**src/rtl/gfpc_pkg.sv**
```systemverilog
// ----------------------------------------------------------------------------
// gfpc_pkg
// Shared types and constants for the GIF frame pixel compositor: command
// codes, register indexes, index modes, the register set and the interlace
// pass tables.
// ----------------------------------------------------------------------------
package gfpc_pkg;

   // Input word commands
   typedef enum logic [1:0] {
      CMD_PAL_WRITE = 2'd0,
      CMD_PIXEL     = 2'd1,
      CMD_START     = 2'd2,
      CMD_RESERVED  = 2'd3
   } cmd_type;

   // Register indexes on the CSR port
   typedef enum logic [2:0] {
      CSR_FRAME_LEFT   = 3'd0,
      CSR_FRAME_TOP    = 3'd1,
      CSR_FRAME_WIDTH  = 3'd2,
      CSR_FRAME_HEIGHT = 3'd3,
      CSR_INTERLACED   = 3'd4,
      CSR_INDEX_MODE   = 3'd5,
      CSR_TRANSP_INDEX = 3'd6,
      CSR_BG_INDEX     = 3'd7
   } csr_addr_type;

   // Transparency handling; the reserved mode behaves as no control extension
   localparam logic [1:0] MODE_NONE       = 2'd0;
   localparam logic [1:0] MODE_BACKGROUND = 2'd1;
   localparam logic [1:0] MODE_SKIP       = 2'd2;
   localparam logic [1:0] MODE_RESERVED   = 2'd3;

   localparam logic [7:0] ALPHA_OPAQUE = 8'hFF;

   // Register set
   typedef struct packed {
      logic [15:0] frame_left;
      logic [15:0] frame_top;
      logic [15:0] frame_width;
      logic [15:0] frame_height;
      logic        interlaced;
      logic [1:0]  index_mode;
      logic [7:0]  transparent_index;
      logic [7:0]  background_index;
   } cfg_type;

   // Position of the current pixel, from the raster counters
   typedef struct packed {
      logic        active;
      logic [16:0] dest_x;
      logic [16:0] dest_y;
      logic        done;
   } pos_type;

   // First row of each interlace pass
   function automatic logic [3:0] pass_start(input logic [1:0] pass);
      logic [3:0] row;
      case (pass)
         2'd0:    row = 4'd0;
         2'd1:    row = 4'd4;
         2'd2:    row = 4'd2;
         default: row = 4'd1;
      endcase
      return row;
   endfunction

   // Row step of each interlace pass
   function automatic logic [3:0] pass_step(input logic [1:0] pass);
      logic [3:0] step;
      case (pass)
         2'd0:    step = 4'd8;
         2'd1:    step = 4'd8;
         2'd2:    step = 4'd4;
         default: step = 4'd2;
      endcase
      return step;
   endfunction

endpackage

```
**src/rtl/gfpc_csr.sv**
```systemverilog
// ----------------------------------------------------------------------------
// gfpc_csr
// Configuration register file, written through a plain write port.
// ----------------------------------------------------------------------------
module gfpc_csr (
   input  logic                 clock,
   input  logic                 reset,
   input  logic                 csr_we,
   input  logic [2:0]           csr_addr,
   input  logic [15:0]          csr_wdata,
   output gfpc_pkg::cfg_type    cfg
);

   gfpc_pkg::cfg_type      cfg_ff;
   gfpc_pkg::cfg_type      cfg_in;
   gfpc_pkg::csr_addr_type addr;

   assign addr = gfpc_pkg::csr_addr_type'(csr_addr);

   // Register decode
   always_comb begin
      cfg_in = cfg_ff;
      if (csr_we) begin
         unique case (addr)
            gfpc_pkg::CSR_FRAME_LEFT:   cfg_in.frame_left        = csr_wdata;
            gfpc_pkg::CSR_FRAME_TOP:    cfg_in.frame_top         = csr_wdata;
            gfpc_pkg::CSR_FRAME_WIDTH:  cfg_in.frame_width       = csr_wdata;
            gfpc_pkg::CSR_FRAME_HEIGHT: cfg_in.frame_height      = csr_wdata;
            gfpc_pkg::CSR_INTERLACED:   cfg_in.interlaced        = csr_wdata[0];
            gfpc_pkg::CSR_INDEX_MODE:   cfg_in.index_mode        = csr_wdata[1:0];
            gfpc_pkg::CSR_TRANSP_INDEX: cfg_in.transparent_index = csr_wdata[7:0];
            gfpc_pkg::CSR_BG_INDEX:     cfg_in.background_index  = csr_wdata[7:0];
         endcase
      end
   end

   // Width and height reset to one, everything else to zero
   always_ff @(posedge clock) begin
      if (reset) begin
         cfg_ff <= '{frame_left:        16'd0,
                     frame_top:         16'd0,
                     frame_width:       16'd1,
                     frame_height:      16'd1,
                     interlaced:        1'b0,
                     index_mode:        gfpc_pkg::MODE_NONE,
                     transparent_index: 8'd0,
                     background_index:  8'd0};
      end else begin
         cfg_ff <= cfg_in;
      end
   end

   assign cfg = cfg_ff;

endmodule

```
**config.mk**
```make
export PLATFORM = sky130hd
export DESIGN_NAME = gfpc_csr
export DESIGN_NICKNAME = d
export VERILOG_FILES = /design/src/rtl/gfpc_pkg.sv /design/src/rtl/gfpc_csr.sv
export SDC_FILE = /design/constraint.sdc
export NUM_CORES = 1
export LEC_CHECK = 0
export BUFFER_PORTS_ARGS = -buffer_cell sky130_fd_sc_hd__buf_4
export CAP_MARGIN = 0
export CORE_ASPECT_RATIO = 0.5
export CORE_MARGIN = 1
export CORE_UTILIZATION = 30
export DETAILED_ROUTE_END_ITERATION = 16
export PLACE_DENSITY = 0.52
export REMOVE_ABC_BUFFERS = 1
export SYNTH_ARGS = -nofsm -noshare
export SYNTH_HDL_FRONTEND = slang
export SYNTH_SLANG_ARGS = --single-unit
```
**constraint.sdc**
```tcl
create_clock -name clock -period 3.28 [get_ports clock]
set_clock_uncertainty 0.1 [all_clocks]
set_input_delay 0.492 -clock clock [delete_from_list [all_inputs] [get_ports clock]]
set_output_delay 0.492 -clock clock [all_outputs]
set_load 0.1 [all_outputs]
```
======== Word-level counts from Yosys, hierarchy flattened ========
Cells that the tools add are included.
storage, ports and cells
  flip-flop bits (word level) ............. 83
  input bits .............................. 22
  output and inout bits ................... 83
  word-level logic and storage cells ...... 24
cells by class
  equal/unequal tests ..................... 7
  reductions and logical operators ........ 9
operators with widths
  operator                                       number
  AND reduction 2 bit                            8
  == test 3 bit, second input constant           4
  == test 3 x 2 -> 1 bit, second input constant  2
  == test 3 x 1 -> 1 bit, second input constant  1
  logical NOT 3 bit                              1

======== Depth between registers and ports, before layout ========
  word-level depth ........................ 2
  gate-level depth with buffers ........... 5
  mapped depth without buffers ............ 2

======== Worst setup path after synthesis ========
OpenSTA, ideal clock, no wires.
  path kind ............................... input -> register
  start point ............................. input port csr_addr[1]
  end point ............................... register cfg_ff (netlist bit cfg[73])
  arrival time ............................ 1,534 ps
  required time ........................... 3,056 ps
  slack ................................... 1,523 ps
  stages on the path ...................... 5
  buffers on the path ..................... 3
  cells stage by stage .................... buf_2 -> or4b_4 -> buf_6 -> buf_12 -> mux2i_1
between the ends
  cells in the longest elaborated chain, start to end .. 2
ends and longest elaborated chain
  element                        line            source
  from (decl)                    gfpc_csr.sv:9   input logic [2:0] csr_addr,
  logical NOT 3 bit              gfpc_csr.sv:24  unique case (addr)
  AND reduction 2 bit (no line)  n/a
  to (signal assigned)           gfpc_csr.sv:40  cfg_ff <= '{frame_left: 16'd0,
  to (signal assigned)           gfpc_csr.sv:49  cfg_ff <= cfg_in;
  to (decl)                      gfpc_csr.sv:14  gfpc_pkg::cfg_type cfg_ff;
No other way between the ends.
A chain may end at the register's enable or synchronous reset.

======== Worst setup path after layout ========
  start point ............................. input port csr_addr[2]
  end point ............................... register cfg_ff (netlist bit cfg[36])
between the ends
  cells in the longest elaborated chain, start to end .. 2
ends and longest elaborated chain
  element                        line
  == test 3 x 2 -> 1 bit         gfpc_csr.sv:24
  AND reduction 2 bit (no line)  n/a
No other way between the ends.

==> results.yml <==
critical_path:
  cp-end-kind: "flop"
  critPathLaunchType: "input port"
  crit_required_ps: 3380
  cp_data_arrival_time_ps: 1830
  crit_path_max_fanout: 9
  crit_type: "in -> reg"
place:
  place.port_buffers: 104
  dp.cells: 522
  gp_congestion: 0.742
  dpl.hpwl_um: 5710
clock_tree:
  cts_root_buf: "clkbuf_16"
  insertion_delay_ps: 330
  clockBufferDepth: 2
  cts_resized: 0
  postCtsSetupRepairBufs: 0
  clock-sinks: 83
  cts_max_level: 3
  clkTransAtPathRegs_ps: 60
  cts.hold.buffers_added: 0
  numCtsBuffers: 9
  cts_tree: "yes"
synth:
  synth_edf_count: 0
  synth_cell_types: 14
  synthAdderAreaFrac: 0
  synth-xor-area-share: 0
  synth-main-ff-cell: "dfxtp_1"
  synthSimpleGateAreaFrac: 0.212
  synthTopCellsByCount: "97 x nand2b_1, 83 x dfxtp_1, 83 x mux2i_1"
  ys_seq_elements: 83
  synth_cells: 299
  synth_area_leader_cell: "dfxtp_1"
  ys_top_cells_by_area: "dfxtp_1 50%, mux2i_1 25%, nand2b_1 18%"
  synth_top_family_by_area: "multiplexers"
  muxShareOfSynthArea: 0.249
  seq_area_frac_synth: 0.499
  synth.avg_cell_area_um2: 11.1
  yosysTopAreaCellShare: 0.499
  yosysMostFrequentCell: "nand2b_1"
  async_flop_share: 0
  synth_compound_area_frac: 0
  netlist_area_mm2: 0.00333
  yosys_warnings: 0
run_status:
  status: "finished clean"
sta:
  slew_headroom: 0.483
  finalMaxSlewViolations: 0
  fmax_mhz: 577
  setup_viol: 0
  layout_min_cycle_time_ps: 1730
  hold_viol: 0
  rsz0062_at_grt: "false"
  worst_slew_pin_slew_ps: 773
  post-route-period-util: 0.528
detailed_routing:
  avgViaCountPerCell: 4.45
  finalWirelength_um: 8310
  drt_pass1_iterations: 5
  drc_errors: 0
  antenna_left: 0
  drt_iter0_drc: 77
  route.vias.total: 2392
  drt-wirelength-per-cell_um: 15.4
power:
  leakage_uw: 0.00221
  clkPwrFrac: 0.423
  combPwrFrac: 0.136
  seq_power_share: 0.441
  netSwitchingFraction: 0.271
  total_power_uw: 2370
  irDropWorstVdd_v: 0.000265
  powerDensity_mw_per_mm2: 528
  p_int_uw: 1730
  p_switching_uw: 641
die:
  ios: 105
  fp.dieW_um: 151
  num_rows: 26
  die_y_um: 76.5
  start_util: 0.317
  core_mm2: 0.0105
  die-area_mm2: 0.0116
final_layout:
  fin_cells: 538
  area_growth_pct: 34.7
  drive_above_1_share: 0.312
  post-route-util: 0.427
  final_nets: 415
  diodes: 0
  register_area_mm2: 0.00166
  num-fill-cells: 1024
  largest_reg_flops: 83
  multiInputGateArea_mm2: 0.00155
global_route:
  overflow: 0
  grt_pass1_wl_um: 13200
  grt_use_total: 0.151
  grt_pass1_vias: 2409
  antenna_found_initial: 0
  grt_max_degree: 101
job:
  drv_cap: 0
worst_hold_path:
  min_path_type: "reg -> reg"
worst max-delay path, stage by stage:
cell	delay, ps
buf_4	150
nand4bb_1	630
buf_4	420
mux2i_1	130
cell usage in the layout, fill, tap and decap left out:
cell,netlist,routed
nor2_1,3,3
buf_4,1,107
nand4bb_1,1,1
clkinv_2,0,3
nor4bb_1,3,2
or4b_4,1,1
nand2b_1,97,97
nor4bb_4,0,1
clkinvlp_4,0,1
clkbuf_8,0,1
clkbuf_16,0,9
bufinv_16,0,1
nand4b_1,3,3
dfxtp_1,83,83
clkbuf_1,13,1
nand4_1,1,1
mux2i_1,83,83
power by group through the flow:
stage	logic, uW	clock network, uW	registers (uW)
after floorplan	70.7	0	1220
after global placement	321	0	1070
after detailed placement	324	0	1070
after CTS	325	1030	1040
after global routing	336	1060	1050
final	322	1000	1040
layer usage:
layer | GRT usage | vias up | part of all wire
met5 | 0 | - | 0
met4 | 0.0450 | 0 | 0.0059
met3 | 0.0437 | 5 | 0.042
met2 | 0.248 | 41 | 0.48
met1 | 0.191 | 1166 | 0.47
li1 | - | 1180 | -
through the flow:
| stage | hold WS (ps) | area, um2 | worst slack [ps] | setup TNS [ps] |
|---|---|---|---|---|
| 3_5_place_dp | 361 | 4190 | 1180 | 0 |
| 5_1_grt | 399 | 4490 | 1430 | 0 |
| 2_1_floorplan | 548 | 3200 | -16.2 | -259 |
| 4_1_cts | 374 | 4490 | 1530 | 0 |
| 3_3_place_gp | 361 | 4190 | 1250 | 0 |
| 6_report | 374 | 4490 | 1550 | 0 |
area by class of cell:
class                      instances  area share
clock inverter                     5      0.0117
clock buffer                      11      0.0541
sequential                        83       0.370
tap                              140      0.0390
timing repair buffer             107       0.179
multi-input combinational        192       0.346
final timing paths:
| kind | start | to | slack (ps) | cells past startpoint |
|---|---|---|---|---|
| worst min-delay path | cfg[53] | cfg[53] | 370 | 2 |
| worst max register to register | cfg[30] | cfg[30] | 2530 | 2 |
| worst max-delay path | csr_addr[2] | cfg[36] | 1550 | 4 |
| worst min register to register | cfg[53] | cfg[53] | 370 | 2 |
kinds of logic after synthesis:
group,count (synthesis)
DFF,83
buffers and inverters,24
and+or+nand+nor,109
muxes,83
Power figures use the tool's default switching activity.
