## src/rtl/gfpc_pkg.sv

```systemverilog
// ----------------------------------------------------------------------------
// gfpc_pkg
// Shared types and constants for the GIF frame pixel compositor: command
// codes, register indexes, index modes, the register set and the interlace
// pass tables.
// ----------------------------------------------------------------------------
package gfpc_pkg;

   // Input word commands
   typedef enum logic [1:0] {
      CMD_PAL_WRITE = 2'd0,
      CMD_PIXEL     = 2'd1,
      CMD_START     = 2'd2,
      CMD_RESERVED  = 2'd3
   } cmd_type;

   // Register indexes on the CSR port
   typedef enum logic [2:0] {
      CSR_FRAME_LEFT   = 3'd0,
      CSR_FRAME_TOP    = 3'd1,
      CSR_FRAME_WIDTH  = 3'd2,
      CSR_FRAME_HEIGHT = 3'd3,
      CSR_INTERLACED   = 3'd4,
      CSR_INDEX_MODE   = 3'd5,
      CSR_TRANSP_INDEX = 3'd6,
      CSR_BG_INDEX     = 3'd7
   } csr_addr_type;

   // Transparency handling; the reserved mode behaves as no control extension
   localparam logic [1:0] MODE_NONE       = 2'd0;
   localparam logic [1:0] MODE_BACKGROUND = 2'd1;
   localparam logic [1:0] MODE_SKIP       = 2'd2;
   localparam logic [1:0] MODE_RESERVED   = 2'd3;

   localparam logic [7:0] ALPHA_OPAQUE = 8'hFF;

   // Register set
   typedef struct packed {
      logic [15:0] frame_left;
      logic [15:0] frame_top;
      logic [15:0] frame_width;
      logic [15:0] frame_height;
      logic        interlaced;
      logic [1:0]  index_mode;
      logic [7:0]  transparent_index;
      logic [7:0]  background_index;
   } cfg_type;

   // Position of the current pixel, from the raster counters
   typedef struct packed {
      logic        active;
      logic [16:0] dest_x;
      logic [16:0] dest_y;
      logic        done;
   } pos_type;

   // First row of each interlace pass
   function automatic logic [3:0] pass_start(input logic [1:0] pass);
      logic [3:0] row;
      case (pass)
         2'd0:    row = 4'd0;
         2'd1:    row = 4'd4;
         2'd2:    row = 4'd2;
         default: row = 4'd1;
      endcase
      return row;
   endfunction

   // Row step of each interlace pass
   function automatic logic [3:0] pass_step(input logic [1:0] pass);
      logic [3:0] step;
      case (pass)
         2'd0:    step = 4'd8;
         2'd1:    step = 4'd8;
         2'd2:    step = 4'd4;
         default: step = 4'd2;
      endcase
      return step;
   endfunction

endpackage

```

## src/rtl/gfpc_raster.sv

```systemverilog
// ----------------------------------------------------------------------------
// gfpc_raster
// Column, row and interlace pass counters. Gives the canvas position of the
// pixel at the input; steps on each accepted pixel word, clears on a start.
// ----------------------------------------------------------------------------
module gfpc_raster (
   input  logic                 clock,
   input  logic                 reset,
   input  logic                 accept,
   input  logic [1:0]           command,
   input  gfpc_pkg::cfg_type    cfg,
   output gfpc_pkg::pos_type    pos
);

   logic [15:0] col_ff, col_in;
   logic [15:0] row_ff, row_in;
   logic [1:0]  pass_ff, pass_in;
   logic        finished_ff, finished_in;

   logic [15:0] width_eff;
   logic [15:0] height_eff;
   logic [16:0] col_sum;
   logic        col_wrap;
   logic [16:0] row_seq;
   logic [16:0] row_il;
   logic [1:0]  pass_il;
   logic        end_il;
   logic        searching;
   logic [15:0] row_nx;
   logic [1:0]  pass_nx;
   logic        row_end;
   logic        is_pixel;

   assign width_eff  = (cfg.frame_width  == 16'd0) ? 16'd1 : cfg.frame_width;
   assign height_eff = (cfg.frame_height == 16'd0) ? 16'd1 : cfg.frame_height;

   // Column step; a carry out also ends the row
   assign col_sum  = {1'b0, col_ff} + 17'd1;
   assign col_wrap = col_sum[16] || (col_sum >= {1'b0, width_eff});

   // Sequential row advance
   assign row_seq = {1'b0, row_ff} + 17'd1;

   // Interlaced row advance: skip passes whose start row is past the height
   always_comb begin
      row_il    = {1'b0, row_ff} + 17'(gfpc_pkg::pass_step(pass_ff));
      pass_il   = pass_ff;
      end_il    = 1'b0;
      searching = 1'b1;
      for (int i = 0; i < 4; i++) begin
         if (searching && (row_il >= {1'b0, height_eff})) begin
            if (pass_il == 2'd3) begin
               end_il    = 1'b1;
               row_il    = 17'd0;
               searching = 1'b0;
            end else begin
               pass_il = pass_il + 2'd1;
               row_il  = 17'(gfpc_pkg::pass_start(pass_il));
            end
         end else begin
            searching = 1'b0;
         end
      end
   end

   always_comb begin
      if (cfg.interlaced) begin
         row_nx  = row_il[15:0];
         pass_nx = pass_il;
         row_end = end_il;
      end else begin
         row_nx  = row_seq[15:0];
         pass_nx = pass_ff;
         row_end = row_seq >= {1'b0, height_eff};
      end
   end

   assign is_pixel = (command == gfpc_pkg::CMD_PIXEL);

   // Position of the pixel at the input
   always_comb begin
      pos.active = is_pixel && !finished_ff;
      pos.dest_x = {1'b0, cfg.frame_left} + {1'b0, col_ff};
      pos.dest_y = {1'b0, cfg.frame_top}  + {1'b0, row_ff};
      pos.done   = pos.active && col_wrap && row_end;
   end

   // Counter update
   always_comb begin
      col_in      = col_ff;
      row_in      = row_ff;
      pass_in     = pass_ff;
      finished_in = finished_ff;
      if (accept) begin
         if (command == gfpc_pkg::CMD_START) begin
            col_in      = 16'd0;
            row_in      = 16'd0;
            pass_in     = 2'd0;
            finished_in = 1'b0;
         end else if (pos.active) begin
            if (col_wrap) begin
               col_in      = 16'd0;
               row_in      = row_nx;
               pass_in     = pass_nx;
               finished_in = row_end;
            end else begin
               col_in = col_sum[15:0];
            end
         end
      end
   end

   always_ff @(posedge clock) begin
      if (reset) begin
         col_ff      <= '0;
         row_ff      <= '0;
         pass_ff     <= '0;
         finished_ff <= 1'b0;
      end else begin
         col_ff      <= col_in;
         row_ff      <= row_in;
         pass_ff     <= pass_in;
         finished_ff <= finished_in;
      end
   end

endmodule

```

## config.mk

```make
export PLATFORM = sky130hd
export DESIGN_NAME = gfpc_raster
export DESIGN_NICKNAME = d
export VERILOG_FILES = /design/src/rtl/gfpc_pkg.sv /design/src/rtl/gfpc_raster.sv
export SDC_FILE = /design/constraint.sdc
export NUM_CORES = 1
export LEC_CHECK = 0
export BUFFER_PORTS_ARGS = -buffer_cell sky130_fd_sc_hd__buf_2
export CORE_MARGIN = 5
export CORE_UTILIZATION = 46
export CTS_CLUSTER_DIAMETER = 100
export DETAILED_ROUTE_END_ITERATION = 12
export PLACE_DENSITY_LB_ADDON = 0.1
export SLEW_MARGIN = 10
export SYNTH_ARGS = -nofsm -noshare
export SYNTH_HDL_FRONTEND = slang
export SYNTH_SLANG_ARGS = --single-unit
```

## constraint.sdc

```tcl
create_clock -name clock -period 9.35 [get_ports clock]
set_input_delay 0.4675 -clock clock [delete_from_list [all_inputs] [get_ports clock]]
set_output_delay 0.4675 -clock clock [all_outputs]
set_load 0.03 [all_outputs]
```

-- Yosys cells after proc, flatten, opt, wreduce, memory -nomap -nowiden
Cells that the tools add are included.
- register bits: 35
- input port bits: 88
- output and inout port bits: 36
- word-level logic and storage cells: 109
- $add $sub $neg: 9
- $lt $le $gt $ge: 6
- equality and inequality tests: 16
- multiplexer cells: 52
- reduce and logical (&&, ||, !) cells: 22
- operator list (kind ; count):
    $mux 16 ; 10
    $ge 17x16->1 ; 6
    $mux 17 ; 3
    $pmux 3 s3 ; 4
    $add 16x1->17 const B ; 2
    $add 16x16->17 ; 2
    $logic_not 16->1 ; 2
    $mux 2 ; 12
    $eq 2x2->1 const B ; 10
    $mux 1 ; 18
    $add 16x4->17 ; 1
    $eq 2x1->1 const B ; 6
    $mux 3 ; 4
    $logic_not 2->1 ; 5
    $add 2x1->2 const B ; 4
    $pmux 4 s2 ; 1
    $logic_and 1x1->1 ; 6
    $reduce_bool 2->1 ; 3
    $reduce_and 4->1 ; 1
    $reduce_and 3->1 ; 1
    $reduce_and 2->1 ; 1
    $reduce_or 2->1 ; 1
    $logic_not 1->1 ; 1
    $logic_or 1x1->1 ; 1

-- Depth between registers and ports, before layout
Gate-level depths: netlist of run 1.
- word-level depth: 23
- mapped depth: 48
- gate-level depth less buffers: 45

-- Worst setup path after synthesis of run 1
No wires, ideal clock.
- path type: flip-flop to output port
- start point: reg pass_ff[0]
- end point: out pos[0] in the netlist's numbering
- arrival time: 8414 ps
- required time: 8883 ps
- slack: 468 ps
- stages on the path, launching flop included: 46
- path buffers: 4
- path through: dfxtp_1 -> clkbuf_1 -> inv_1 -> nor2_1 -> ha_1 -> inv_1 -> fa_1 -> nor2b_1 -> o2111ai_1 -> nor3_1 -> nand3_1 -> xor2_1 -> inv_1 -> ha_1 -> nand3_1 -> o21ba_2 -> a21oi_1 -> or3_1 -> [... 10 more ...] -> nand2_1 -> o21ai_0 -> o22ai_1 -> ha_1 -> and4_1 -> a21oi_1 -> inv_1 -> a2111oi_0 -> a21oi_1 -> o21ai_0 -> ha_1 -> a21oi_1 -> o221ai_1 -> a221o_1 -> a31oi_1 -> or4b_1 -> o2111ai_1 -> and4_1
- RTL lines (item ; line ; text):
    from (decl) ; gfpc_raster.sv:17 ; logic [1:0] pass_ff, pass_in;
    from (signal assigned) ; gfpc_raster.sv:122 ; pass_ff <= pass_in;
    to (decl) ; gfpc_raster.sv:12 ; output gfpc_pkg::pos_type pos

==> run_results.csv, run 1 <==
group,metric,value,unit
cts,tritoncts,"built",
worst_setup_path,worstPathRequired,8880,ps
floorplan,die_h,126,um
detailed_routing,drc,0,
finish,fill_cells,1290,
min_path,hp-start,"accept",
floorplan,core,13200,um^2
yosys,synth_edf_count,0,
global_route,grt_max_degree,34,
detailed_routing,routed_via_density,5.51,
yosys,synth-async-reset-ratio,0,%
yosys,synth_seq_cells,35,
min_path,holdPathStages,3,
pwr,ir_drop,60.1,uV
worst_setup_path,rr_startpoint,"pass_ff[1]",
worst_setup_path,worst_setup_path_end_kind,"output pin",
worst_setup_path,r2r_cells,45,
detailed_routing,wl,17.6,mm
yosys,synth_ff_type,"dfxtp_1",
global_route,grt_first_pass_wirelength,28.2,mm
yosys,syn_area,6160,um^2
min_path,hold_class,"primary input to register",
finish,fin_util,57.0,%
pwr,powerDensity,62.1,nW/um^2
floorplan,dieArea,15800,um^2
pwr,p_comb_share,26.2,%
yosys,synth_warnings,0,
sta,setup_viol_count_final,0,
pwr,p_total,0.000467,W
sta,fin_hold_ws,520,ps
sta,timing.final.crit_period,8980,ps
yosys,yosys.cell_types.count,64,
yosys,synth.most_common_cell,"ha_1",
cts,clkTransAtPathRegs,60,ps
status,status,"completed",
yosys,syn-num-nets,1044,
sta,fmax,111,MHz
detailed_routing,first_iter_violations,278,
pwr,p_switching,0.000144,W
floorplan,rows,42,
place,gp_congestion,0.896,
finish,syn2layout_area_growth,22.1,%
detailed_routing,antenna_left,0,
sta,final_max_slew_viol_count,0,
yosys,synth_top_cells_by_count,"ha_1 (122), nor2_1 (67), a21oi_1 (66), inv_1 (62), o21ai_0 (59)",
pwr,swShare,31.0,%
global_route,overflow,0,
global_route,antenna_found_initial,0,
pwr,p_seq_share,32.3,%
floorplan,die_w,126,um
cts,cts_max_level,2,
global_route,grt_pass1_vias,5733,
detailed_routing,drt-pass1-iter-count,5,
run,maxCapViolCount,0,
pwr,clkPwrFrac,41.5,%
pwr,internal_power,0.000322,W
cts,insertion_delay,290,ps
worst_setup_path,worstSetupStartpoint,"pass_ff[1]",
yosys,synth_top_area_share,24.8,%
finish,ff_latch_area,702,um^2
worst_setup_path,path_max_fanout,3,
worst_setup_path,cpMaxStageDelayCell,"or4b_4",
finish,multiInputGateArea,5260,um^2
place,placedCellCount,1136,
floorplan,io_pins,124,
finish,drive_gt1_share,22.1,%
sta,worst_pin_slew,629,ps
cts,cts_buffers,5,
worst_setup_path,r2r_end,"finished_ff",
sta,period_share,96.0,%
sta,finClkSkew,6.80,ps
cts,root_buffer,"clkbuf_16",
yosys,yosysSeqAreaShare,11.4,%
detailed_routing,routedWlPerCell,15.4,um
worst_setup_path,r2r_slack,1180,ps
cts,cts.sinks,35,
worst_setup_path,crit_type,"register to output pin",
min_path,hold_end,"pass_ff[0]",
place,numPortBuffers,105,
yosys,synth.area.top_cells,"ha_1 (25%), dfxtp_1 (11%), xnor2_1 (5.8%), a21oi_1 (5.4%), o21ai_0 (4.8%)",
cts,ctsLongestPathBuffers,2,
worst_setup_path,arrival,8510,ps
yosys,avgSynthCellArea,7.41,um^2
worst_setup_path,cp-start-kind,"register",
detailed_routing,via_count,6319,
global_route,grtUsageTotal,21.2,%
yosys,synth.largest_area_cell,"ha_1",
sta,max_slew_margin,58.0,%
finish,n_antenna_cell,0,
floorplan,start_util,46.7,%
finish,final_nets,1182,
sta,hold_viol,0,
place,hpwl,14.6,mm
worst_setup_path,critPathMaxStageDelay,520,ps
pwr,p_leak,3.75,nW
yosys,synth_cells,831,
finish,final_cells,1146,
## placed cells by master, fill, tap and decap left out, types with 7 or more instances in the layout
master,instances
a21o_1,17
a21oi_1,63
a31oi_1,10
and2_1,28
and3_1,8
buf_2,104
buf_4,54
dfxtp_1,34
ha_1,121
inv_1,62
nand2_1,50
nand3_1,29
nand4_1,21
nor2_1,63
nor2b_1,8
nor3_1,24
nor4_1,7
o21a_1,9
o21ai_0,53
o21ai_1,8
o22ai_1,9
xnor2_1,41
xor2_1,26
## layer usage
metal,share of wire [%],vias up,track usage (%),wire length (um)
li1,-,3312,-,-
met1,53,2856,33.6,9370
met2,40,137,30.4,7120
met3,5.0,14,2.71,886
met4,1.4,0,4.34,238
met5,0,-,0,0
## how the worst max path moves through the flow
| stage | to | slack [ps] |
|---|---|---|
| finish | pos[0] | 370 |
| global route | pos[0] | -80 |
| CTS | pos[0] | 20 |
| detailed placement | pos[0] | 60 |
| global placement | pos[0] | 130 |
| floorplan | pos[0] | 470 |
## power groups by stage
stage	Sequential [W]	Clock [W]	Combinational, W
3_5_place_dp	0.000154	0	0.000120
3_3_place_gp	0.000154	0	0.000120
5_1_grt	0.000151	0.000202	0.000136
6_report	0.000151	0.000194	0.000122
2_1_floorplan	0.000154	0	0.0000787
4_1_cts	0.000151	0.000197	0.000121
## sequential cells by signal, indices dropped and copies added, names as in the netlist
signal       cells
col_ff          16
row_ff          16
pass_ff          2
finished_ff      1
## what timing repair did
item                       4_1_cts  5_1_grt
resized for setup               12       34
setup endpoints to repair        1        1
buffers inserted                 1        1
hold buffers                     0        0
hold endpoints to repair         0        0
pin swaps                        3       17
## layout make-up
type / count / area share, %
clock inverter: 3 / 0.582
multi-input combinational: 706 / 69.9
tap: 176 / 2.93
sequential: 35 / 9.34
timing repair buffer: 159 / 12.5
inverter: 62 / 3.10
clock buffer: 5 / 1.66
## worst max-delay path, delay by kind of cell (launching register included)
family / cells / cell delay [ps]
XOR/XNOR: 1 / 210
AO/OA/AOI/OAI: 20 / 2820
adder cells (fa/ha/maj): 6 / 1700
AND/OR/NAND/NOR: 13 / 2460
flip-flops: 1 / 340
buffers and inverters: 7 / 670
## through the flow
stage	instance area (um^2)	setup TNS [ps]	setup slack [ps]
detailed placement	7150	0	60.0
global placement	7150	0	128
global route	7520	-80.9	-80.9
floorplan	6160	0	468
CTS	7360	0	21.0
finish	7520	0	372
## logic make-up (layout without fill, tap and decap cells)
group,after synthesis,in the layout,share of synthesized area [%]
flip-flops,35,35,11.4
adder cells (fa/ha/maj),125,125,25.8
AO/OA/AOI/OAI,234,234,24.0
buffers and inverters,90,229,6.07
XOR/XNOR,68,68,9.67
multiplexers,3,3,0.528
AND/OR/NAND/NOR,276,276,22.6
(Power assumes the default switching activity.)
==> inputs of run 2 (changes only) <==
Clock period 9.35 ns to 7.36 ns, I/O delays scaled along.
==> run 2 against run 1 <==
  * The flow now finishes with violations (setup timing)
  * Combinational power rose by 39%
  * Sequential cell count did not move
  * Global-route usage rose by 2.5 points
  * Critical path depth fell by 3
  * First-iteration DRC count rose by 41%
  * Register-to-register slack got worse by 1600 ps
  * Worst setup slack got worse by 1400 ps
  * Sequential share of layout area fell by 1.0 points
  * Clock skew rose by 3.8 ps
  * Largest cell class unchanged
==> run_results.csv, run 2 (same netlist as run 1, synthesis figures left out) <==
group,metric,value,unit
status,status,"finished, violations left",
status,violations,"setup timing",
cts,root_buffer,"clkbuf_16",
global_route,grt_max_degree,34,
detailed_routing,antenna_left,0,
finish,final_nets,1285,
pwr,p_leak,4.28,nW
sta,worst_pin_slew,626,ps
finish,drive_gt1_share,31.4,%
finish,mostFrequentLayoutCell,"buf_4",
floorplan,start_util,46.7,%
place,hpwl,16.0,mm
floorplan,core,13200,um^2
global_route,overflow,0,
floorplan,dieArea,15800,um^2
global_route,grtUsageTotal,23.7,%
cts,insertion_delay,280,ps
worst_setup_path,cpMaxStageDelayCell,"or4b_4",
place,numPortBuffers,105,
cts,clkTransAtPathRegs,60,ps
worst_setup_path,cp-start-kind,"register",
global_route,antenna_found_initial,0,
cts,ctsLongestPathBuffers,2,
finish,n_antenna_cell,0,
sta,period_share,115,%
floorplan,rows,42,
finish,ff_latch_area,703,um^2
detailed_routing,drc,0,
min_path,holdPathStages,3,
cts,tritoncts,"built",
pwr,ir_drop,69.0,uV
place,gp_congestion,0.952,
cts,cts.sinks,35,
detailed_routing,via_count,6914,
run,maxCapViolCount,0,
detailed_routing,routedWlPerCell,15.6,um
detailed_routing,drt-pass1-iter-count,5,
detailed_routing,wl,19.5,mm
finish,multiInputGateArea,5380,um^2
worst_setup_path,cp.depth,44,
global_route,grt_first_pass_wirelength,31.4,mm
worst_setup_path,path_max_fanout,4,
sta,fmax,119,MHz
worst_setup_path,cp_common_cell,"ha_1",
sta,timing.final.crit_period,8440,ps
worst_setup_path,crit_type,"register to output pin",
floorplan,die_w,126,um
sta,hold_viol,0,
worst_setup_path,crit_buf_inv,6,
detailed_routing,routed_via_density,5.54,
sta,max_slew_margin,58.3,%
finish,fill_cells,1199,
cts,cts_buffers,5,
sta,fin_tns_setup,-1690,ps
finish,final_cell_mix,"buf_4 (156), ha_1 (117), buf_2 (104), nor2_1 (63), a21oi_1 (59)",
min_path,hold_class,"primary input to register",
sta,final.setup.worst_slack,-1080,ps
cts,holdBufCountCts,0,
worst_setup_path,arrival,8070,ps
worst_setup_path,r2r_cells,43,
cts,cts_max_level,2,
floorplan,die_h,126,um
sta,fin_hold_ws,426,ps
worst_setup_path,worst_setup_path_end_kind,"output pin",
sta,final_max_slew_viol_count,0,
worst_setup_path,worstPathRequired,6990,ps
sta,rsz0062_at_grt,"yes",
worst_setup_path,crit_family,"compound AO/OA/AOI/OAI gates",
floorplan,io_pins,124,
detailed_routing,first_iter_violations,391,
sta,setup_viol_count_final,3,
worst_setup_path,critPathMaxStageDelay,500,ps
global_route,grt_pass1_vias,6433,
pwr,powerDensity,75.6,nW/um^2
sta,finClkSkew,10.6,ps
finish,syn2layout_area_growth,37.1,%
finish,reg_top3,"col_ff (16), row_ff (16), pass_ff (2)",
run 2: path summary, 6_finish.rpt:
check	start	endpoint	slack, ps
max reg2reg	pass_ff[0]	finished_ff	-380
min	accept	pass_ff[0]	430
max	pass_ff[0]	pos[0]	-1080
min reg2reg	col_ff[15]	col_ff[15]	550
run 2: metal layers:
metal  vias up  share of wire (%)  GRT usage, %
li1       3516                  -             -
met4         0                2.3          7.53
met5         -                  0             0
met1      3141                 49          35.5
met2       226                 42          35.4
met3        31                6.7          2.62
run 2: repair_timing:
action	4_1_cts	5_1_grt
hold endpoints to repair	0	0
setup buffers	27	0
pin swaps	42	7
endpoints found under the setup margin	3	4
gates resized for setup	31	11
cloned	0	0
run 2: through the flow:
stage               setup slack, ps  instances  total power (W)  area [um^2]  utilization [%]
finish                        -1080       1249         0.000639         8440             64.0
global route                  -1550       1249         0.000670         8440             64.0
CTS                           -1070       1249         0.000641         8380             63.5
detailed placement            -1270       1214         0.000361         7860             59.6
global placement              -1070       1214         0.000360         7860             59.6
floorplan                      -897        831         0.000296         6300                -
run 2: final cells by class:
type / count / area share [%]
Tap cell: 176 / 2.61
Inverter: 62 / 2.79
Multi-Input combinational cell: 706 / 63.7
Timing Repair Buffer: 262 / 20.3
Clock inverter: 2 / 0.711
Sequential cell: 35 / 8.33
Clock buffer: 6 / 1.53
run 2: where the power goes:
part           switching, W  total, W  internal [W]
clock network     0.0000826  0.000277      0.000194
registers        0.00000133  0.000192      0.000190
logic              0.000102  0.000170     0.0000687
total              0.000185  0.000639      0.000453
run 2: worst min-delay path, delay by kind of cell:
family                 cells  cell delay (ps)
AO/OA/AOI/OAI              2              190
buffers and inverters      1              110
